===== src/sv/bfps_pkg.sv =====
// Package for the byte FIFO with peek and skip.
// Holds request/response payload types, operation and status codes, and ring arithmetic.
// No dependencies.
package bfps_pkg;

   localparam int DEPTH = 256;
   localparam int IDX_W = $clog2(DEPTH);
   localparam int OCC_W = $clog2(DEPTH + 1);
   localparam int KIND_W = 3;
   localparam int BYTE_W = 8;
   localparam int CNT_W = 9;
   localparam int STAT_W = 2;

   localparam logic [KIND_W-1:0] OP_PUSH  = 3'd0;
   localparam logic [KIND_W-1:0] OP_POP   = 3'd1;
   localparam logic [KIND_W-1:0] OP_PEEK  = 3'd2;
   localparam logic [KIND_W-1:0] OP_SKIP  = 3'd3;
   localparam logic [KIND_W-1:0] OP_CLEAR = 3'd4;

   localparam logic [STAT_W-1:0] ST_OK    = 2'd0;
   localparam logic [STAT_W-1:0] ST_FULL  = 2'd1;
   localparam logic [STAT_W-1:0] ST_RANGE = 2'd2;

   localparam logic [OCC_W-1:0] OCC_FULL = OCC_W'(DEPTH);
   localparam logic [CNT_W:0] DEPTH_S = (CNT_W + 1)'(DEPTH);

   typedef struct packed {
      logic [KIND_W-1:0] kind;
      logic [BYTE_W-1:0] push_byte;
      logic [CNT_W-1:0]  count_or_offset;
   } req_type;

   typedef struct packed {
      logic [BYTE_W-1:0] read_byte;
      logic [STAT_W-1:0] status;
      logic [OCC_W-1:0]  fill_level;
      logic              not_empty;
   } rsp_type;

   typedef struct packed {
      logic              wr_en;
      logic [IDX_W-1:0]  wr_addr;
      logic [BYTE_W-1:0] wr_data;
      logic              rd_en;
      logic [IDX_W-1:0]  rd_addr;
   } mem_ctrl_type;

   // (pos + n) modulo DEPTH, for pos < DEPTH and n <= DEPTH
   function automatic logic [IDX_W-1:0] ring_add(input logic [IDX_W-1:0] pos,
                                                 input logic [CNT_W-1:0] n);
      logic [CNT_W:0] s;
      s = (CNT_W + 1)'(pos) + (CNT_W + 1)'(n);
      if (s >= DEPTH_S) begin
         s = s - DEPTH_S;
      end
      return s[IDX_W-1:0];
   endfunction

endpackage


===== src/sv/bfps_store.sv =====
// Byte storage array of the FIFO: one write port, one registered read port.
// Depends on bfps_pkg.
module bfps_store (
   input  logic                      clock,
   input  bfps_pkg::mem_ctrl_type    mem_ctrl,
   output logic [bfps_pkg::BYTE_W-1:0] rd_q
);

   logic [bfps_pkg::BYTE_W-1:0] mem [bfps_pkg::DEPTH];
   logic [bfps_pkg::BYTE_W-1:0] rd_q_ff;

   always_ff @(posedge clock) begin
      if (mem_ctrl.wr_en) begin
         mem[mem_ctrl.wr_addr] <= mem_ctrl.wr_data;
      end
      if (mem_ctrl.rd_en) begin
         rd_q_ff <= mem[mem_ctrl.rd_addr];
      end
   end

   assign rd_q = rd_q_ff;

endmodule


===== src/sv/bfps_ctrl.sv =====
// FIFO control: decodes each request, updates head, tail and occupancy,
// drives the store ports and registers the response. Depends on bfps_pkg.
module bfps_ctrl (
   input  logic                        clock,
   input  logic                        reset,
   input  logic                        accept,
   input  bfps_pkg::req_type           req,
   input  logic [bfps_pkg::BYTE_W-1:0] rd_q,
   output bfps_pkg::mem_ctrl_type      mem_ctrl,
   output logic                        rsp_strobe,
   output bfps_pkg::rsp_type           rsp
);

   logic [bfps_pkg::IDX_W-1:0]  head_ff, head_in;
   logic [bfps_pkg::IDX_W-1:0]  tail_ff, tail_in;
   logic [bfps_pkg::OCC_W-1:0]  occ_ff, occ_in;
   logic                        strobe_ff;
   logic [bfps_pkg::STAT_W-1:0] status_ff, status_in;
   logic                        rd_ok_ff, rd_ok_in;
   logic [bfps_pkg::CNT_W-1:0]  cnt_occ;

   // occupancy extended to the count width for range compares
   assign cnt_occ = bfps_pkg::CNT_W'(occ_ff);

   always_comb begin
      head_in = head_ff;
      tail_in = tail_ff;
      occ_in = occ_ff;
      status_in = bfps_pkg::ST_OK;
      rd_ok_in = 1'b0;
      mem_ctrl.wr_en = 1'b0;
      mem_ctrl.wr_addr = tail_ff;
      mem_ctrl.wr_data = req.push_byte;
      mem_ctrl.rd_en = 1'b0;
      mem_ctrl.rd_addr = bfps_pkg::ring_add(head_ff, req.count_or_offset);
      if (accept) begin
         unique case (req.kind)
            bfps_pkg::OP_PUSH: begin
               if (occ_ff == bfps_pkg::OCC_FULL) begin
                  status_in = bfps_pkg::ST_FULL;
               end else begin
                  mem_ctrl.wr_en = 1'b1;
                  tail_in = bfps_pkg::ring_add(tail_ff, bfps_pkg::CNT_W'(1));
                  occ_in = occ_ff + bfps_pkg::OCC_W'(1);
               end
            end
            bfps_pkg::OP_POP: begin
               mem_ctrl.rd_addr = head_ff;
               if (occ_ff == '0) begin
                  status_in = bfps_pkg::ST_RANGE;
               end else begin
                  mem_ctrl.rd_en = 1'b1;
                  rd_ok_in = 1'b1;
                  head_in = bfps_pkg::ring_add(head_ff, bfps_pkg::CNT_W'(1));
                  occ_in = occ_ff - bfps_pkg::OCC_W'(1);
               end
            end
            bfps_pkg::OP_PEEK: begin
               if (req.count_or_offset >= cnt_occ) begin
                  status_in = bfps_pkg::ST_RANGE;
               end else begin
                  mem_ctrl.rd_en = 1'b1;
                  rd_ok_in = 1'b1;
               end
            end
            bfps_pkg::OP_SKIP: begin
               if (req.count_or_offset > cnt_occ) begin
                  status_in = bfps_pkg::ST_RANGE;
               end else begin
                  head_in = bfps_pkg::ring_add(head_ff, req.count_or_offset);
                  occ_in = bfps_pkg::OCC_W'(cnt_occ - req.count_or_offset);
               end
            end
            bfps_pkg::OP_CLEAR: begin
               head_in = '0;
               tail_in = '0;
               occ_in = '0;
            end
            default: begin
            end
         endcase
      end
   end

   always_ff @(posedge clock) begin
      if (reset) begin
         head_ff <= '0;
         tail_ff <= '0;
         occ_ff <= '0;
         strobe_ff <= 1'b0;
      end else begin
         head_ff <= head_in;
         tail_ff <= tail_in;
         occ_ff <= occ_in;
         strobe_ff <= accept;
      end
   end

   always_ff @(posedge clock) begin
      status_ff <= status_in;
      rd_ok_ff <= rd_ok_in;
   end

   assign rsp_strobe = strobe_ff;
   assign rsp.read_byte = rd_ok_ff ? rd_q : '0;
   assign rsp.status = status_ff;
   assign rsp.fill_level = occ_ff;
   assign rsp.not_empty = (occ_ff != '0);

endmodule


===== src/sv/byte_fifo_with_peek_skip.sv =====
// Top level of the byte FIFO with peek and skip.
// Depends on bfps_pkg, bfps_ctrl and bfps_store.
//
// Usage:
//   A request (push, pop, peek, skip or clear) is taken at a rising clock edge
//   with start high and busy low. busy is always low: one request is taken
//   every cycle, for a sustained rate of one request per clock.
//   Each request gives one response on rsp_data, marked by rsp_strobe for one
//   cycle, in the cycle right after the request was taken.
//   Pointer and occupancy update at the accepting edge; the byte store is
//   read through its single registered read port in that same edge, so the
//   next request already sees the new state.
//   The receiver cannot stall: every response must be taken when strobed.
//   Reset (synchronous, active high) empties the FIFO and drops any pending
//   response. Stored bytes are not cleared; only bytes within the fill level
//   are ever read.
module byte_fifo_with_peek_skip (
   input  logic              clock,
   input  logic              reset,
   input  logic              start,
   output logic              busy,
   input  bfps_pkg::req_type req_data,
   output logic              rsp_strobe,
   output bfps_pkg::rsp_type rsp_data
);

   bfps_pkg::mem_ctrl_type      mem_ctrl;
   logic [bfps_pkg::BYTE_W-1:0] rd_q;
   logic                        accept;

   assign busy = 1'b0;
   assign accept = start && !busy;

   bfps_ctrl u_ctrl (
      .clock      (clock),
      .reset      (reset),
      .accept     (accept),
      .req        (req_data),
      .rd_q       (rd_q),
      .mem_ctrl   (mem_ctrl),
      .rsp_strobe (rsp_strobe),
      .rsp        (rsp_data)
   );

   bfps_store u_store (
      .clock    (clock),
      .mem_ctrl (mem_ctrl),
      .rd_q     (rd_q)
   );

endmodule


===== config.mk =====
export PLATFORM = sky130hd
export DESIGN_NAME = byte_fifo_with_peek_skip
export DESIGN_NICKNAME = d
export VERILOG_FILES = /design/src/sv/bfps_pkg.sv /design/src/sv/bfps_store.sv /design/src/sv/bfps_ctrl.sv /design/src/sv/byte_fifo_with_peek_skip.sv
export SDC_FILE = /design/constraint.sdc
export NUM_CORES = 2
export LEC_CHECK = 0
export ABC_AREA = 0
export BUFFER_PORTS_ARGS = -buffer_cell sky130_fd_sc_hd__buf_2
export CAP_MARGIN = 5
export CORE_UTILIZATION = 43
export CTS_BUF_LIST = sky130_fd_sc_hd__clkbuf_8 sky130_fd_sc_hd__clkbuf_16
export DETAILED_ROUTE_END_ITERATION = 7
export PLACE_DENSITY_LB_ADDON = 0.05
export RECOVER_POWER = 100
export SYNTH_ARGS = -nofsm -noshare
export SYNTH_HDL_FRONTEND = slang
export SYNTH_SLANG_ARGS = --single-unit
export TNS_END_PERCENT = 10

===== constraint.sdc =====
create_clock -name clock -period 5.15 [get_ports clock]
set_clock_uncertainty 0.15 [all_clocks]
set_input_delay 0.7725 -clock clock [delete_from_list [all_inputs] [get_ports clock]]
set_output_delay 0.7725 -clock clock [all_outputs]
set_load 0.1 [all_outputs]

==> impl_metrics.json <==
{
  "violations": "capacitance limit, slew limit",
  "synthFlopType": "edfxtp_1",
  "met3_usage": 0.0449,
  "ys_warn_count": 0,
  "endpoint_kind": "flop",
  "syn_area_um2": 84100,
  "fin_nets": 6258,
  "worst_path_max_delay_cell": "a2111oi_1",
  "worstPathMaxFanout": 20,
  "post_drt_wl_per_cell_um": 31.7,
  "worstMarginPinSlew_ns": 4.80,
  "hpwl_um": 175000,
  "cp.required_ns": 5.76,
  "clock_sinks": 2085,
  "synth_cell_types": 82,
  "layout-drive-gt1-share": 0.116,
  "ir_drop_v": 0.000289,
  "syn2layout_area_growth_pct": 14.7,
  "fin_tns_setup_ns": 0,
  "h-tree-depth": 4,
  "p_leak_nw": 31.7,
  "path_cells": "ha_1 -> a211o_1 -> a2111oi_1 -> nor3_1 -> o22a_2 -> buf_4 -> nor3_1 -> nor4_1 -> buf_4 -> a32oi_1 -> and3_1",
  "cts_root_buffer": "clkbuf_16",
  "dp_slack_ns": 0.0326,
  "ys_seq_area_frac": 0.741,
  "grt_usage": 0.284,
  "timing.final.crit_share": 0.955,
  "drc": 0,
  "dp.cells": 8510,
  "antenna_found_initial": 16,
  "cts_buffer_depth": 3,
  "die_w_um": 444,
  "ys_async_sr_fraction": 0,
  "finalSetupViolCount": 0,
  "drv_slew": 1059,
  "cts_buffers": 218,
  "vias": 53800,
  "wirelength_um": 283000,
  "num_rows": 161,
  "io_pins": 45,
  "chipHeight_um": 444,
  "fin_util": 0.498,
  "hold_path.class": "input port to flop",
  "critPathLaunchType": "flop",
  "cts_tree": "done",
  "vias_per_cell": 6.03,
  "clk_pin_slew_worst_paths_ns": 0.06,
  "grt_pass1_vias": 50900,
  "ant_nets": 0,
  "port_buffers": 43,
  "hold_violations": 0,
  "core_um2": 193000,
  "powerDensity_nw_per_um2": 410,
  "use_met1": 0.409,
  "postCtsSetupBuffers": 0,
  "grt_max_degree": 116,
  "gr-total-overflow": 0,
  "fillers": 16700,
  "drv_cap": 15,
  "clock_latency_ns": 0.88,
  "rsz0062_at_grt": "false",
  "top_usage_layer": "met2",
  "drt-initial-drc-count": 6653,
  "syn_inst": 5801,
  "path_class": "flop to flop",
  "cts_repair_resize_count": 0,
  "status": "finished, violations left",
  "finalWorstSetupSlack_ns": 0.230,
  "synth_edf_count": 2056,
  "power_w": 0.0395,
  "hold_buffers": 0,
  "slew_headroom": -2.20,
  "synth_nets": 5855,
  "max_freq_mhz": 203,
  "cpLargestDelayFamily": "compound AO/OA/AOI/OAI gates",
  "cp.arrival_ns": 5.53,
  "period_needed_ns": 4.92,
  "critPathBufInv": 2,
  "dr.pass1.iters": 6,
  "syn_area_per_cell_um2": 14.5,
  "start_util": 0.435,
  "final_cells": 8927,
  "grt_pass1_wl_um": 397000,
  "gp_congestion": 0.898,
  "dieArea_um2": 197000,
  "cp_slowest_stage_delay_ns": 0.74,
  "synth-seq-cells": 2085,
  "use_met2": 0.445
}
where the power goes:
| part | internal [W] | switching [W] | total, W |
|---|---|---|---|
| sequential | 0.0187 | 0.0000223 | 0.0187 |
| combinational | 0.00166 | 0.00372 | 0.00537 |
| clock | 0.00872 | 0.00673 | 0.0154 |
| total | 0.0291 | 0.0105 | 0.0395 |
synthesized netlist by cell type, types with 18 or more instances:
cell         n  area share
a211oi_1    30      0.0027
a21oi_1    400       0.024
a221oi_1    74      0.0077
a22oi_1     18      0.0016
a311oi_1    28      0.0029
a31oi_1     50      0.0037
a32oi_1    176       0.018
and3_1      25      0.0019
buf_1       18     0.00080
buf_2      206       0.012
buf_4       66      0.0059
buf_6       27      0.0036
clkbuf_1    71      0.0032
dfxtp_1     29      0.0069
edfxtp_1  2056        0.73
ha_1        28      0.0042
inv_1       25      0.0011
mux2i_1    184       0.022
mux4_2      85       0.023
nand2_1   1161       0.052
nand3_1    260       0.015
nand4_1     65      0.0048
nor2_1     337       0.015
nor3_1      45      0.0027
nor4_1      22      0.0016
o21ai_0     53      0.0032
o22ai_1     57      0.0042
placed cells by master (no fill, tap or decap), types with 30 or more instances in the layout:
cell type  Yosys  final
a211oi_1      30     30
a21oi_1      400    400
a221oi_1      74     74
a31oi_1       50     50
a32oi_1      176    176
buf_12         0     71
buf_4         66    220
clkbuf_1      71    251
clkbuf_16      0    220
clkinv_1       0     62
clkinv_2       0     33
edfxtp_1    2056   2056
inv_1         25     78
mux2i_1      184    183
mux4_2        85     85
nand2_1     1161   1155
nand3_1      260    256
nand4_1       65     65
nor2_1       337    331
nor3_1        45     45
o21ai_0       53     53
o22ai_1       57     57
per-layer routing:
layer | vias to the layer above | wire, um
li1 | 23100 | -
met1 | 27900 | 121000
met2 | 2442 | 131000
met3 | 388 | 22400
met4 | 2 | 7910
met5 | - | 8
sequential cells by signal, summed over array words and instances (netlist names):
register and cells:
u_ctrl.cnt_occ 9, u_ctrl.head_ff 8, u_ctrl.rd_ok_ff 1, u_ctrl.rsp_strobe 1
u_ctrl.status_ff 2, u_ctrl.tail_ff 8, u_store.mem 2048, u_store.rd_q 8
area by class of cell:
type                            count  area (um^2)  area share
Tap cell                         2526         3160      0.0328
Inverter                           25         93.8    0.000973
Clock buffer                      220         5510      0.0571
Clock inverter                    187         1460      0.0151
Sequential cell                  2085        62300       0.646
Timing Repair Buffer              571         4180      0.0434
Multi-Input combinational cell   3303        19700       0.204
Antenna cell                       10         25.0    0.000260
cell families (layout without fill, tap and decap cells):
family / count (synthesis) / count (layout) / synth area share
muxes: 279 / 279 / 0.0466
xor gates and xnor gates: 20 / 20 / 0.00208
buffers and inverters: 413 / 1003 / 0.0269
AOI/OAI and AO/OA: 988 / 988 / 0.0791
adders and majority gates: 31 / 31 / 0.00488
DFF: 2085 / 2085 / 0.741
other: 1 / 11 / 0.0000446
and+or+nand+nor: 1984 / 1984 / 0.0992
final timing paths:
kind	startpoint	end	slack, ns	cells after the start
worst min register to register	u_ctrl.head_ff[7]$_SDFFE_PP0P_	u_ctrl.head_ff[7]$_SDFFE_PP0P_	0.39	2
worst min-delay path	req_data[17]	u_ctrl.status_ff[0]$_SDFF_PN0_	0.1	2
worst max register to register	u_ctrl.head_ff[1]$_SDFFE_PP0P_	u_store.rd_q[4]$_DFFE_PP_	0.23	11
worst max-delay path	u_ctrl.head_ff[1]$_SDFFE_PP0P_	u_store.rd_q[4]$_DFFE_PP_	0.23	11
stage by stage:
step | cell area (um^2) | hold slack, ns
after CTS | 97400 | 0.0352
after detailed placement | 90400 | 0.388
after global placement | 90400 | 0.383
after global routing | 96400 | 0.0748
after floorplan | 84100 | 0.347
final | 96400 | 0.0968
No activity file was read; power rests on OpenSTA's default activity.
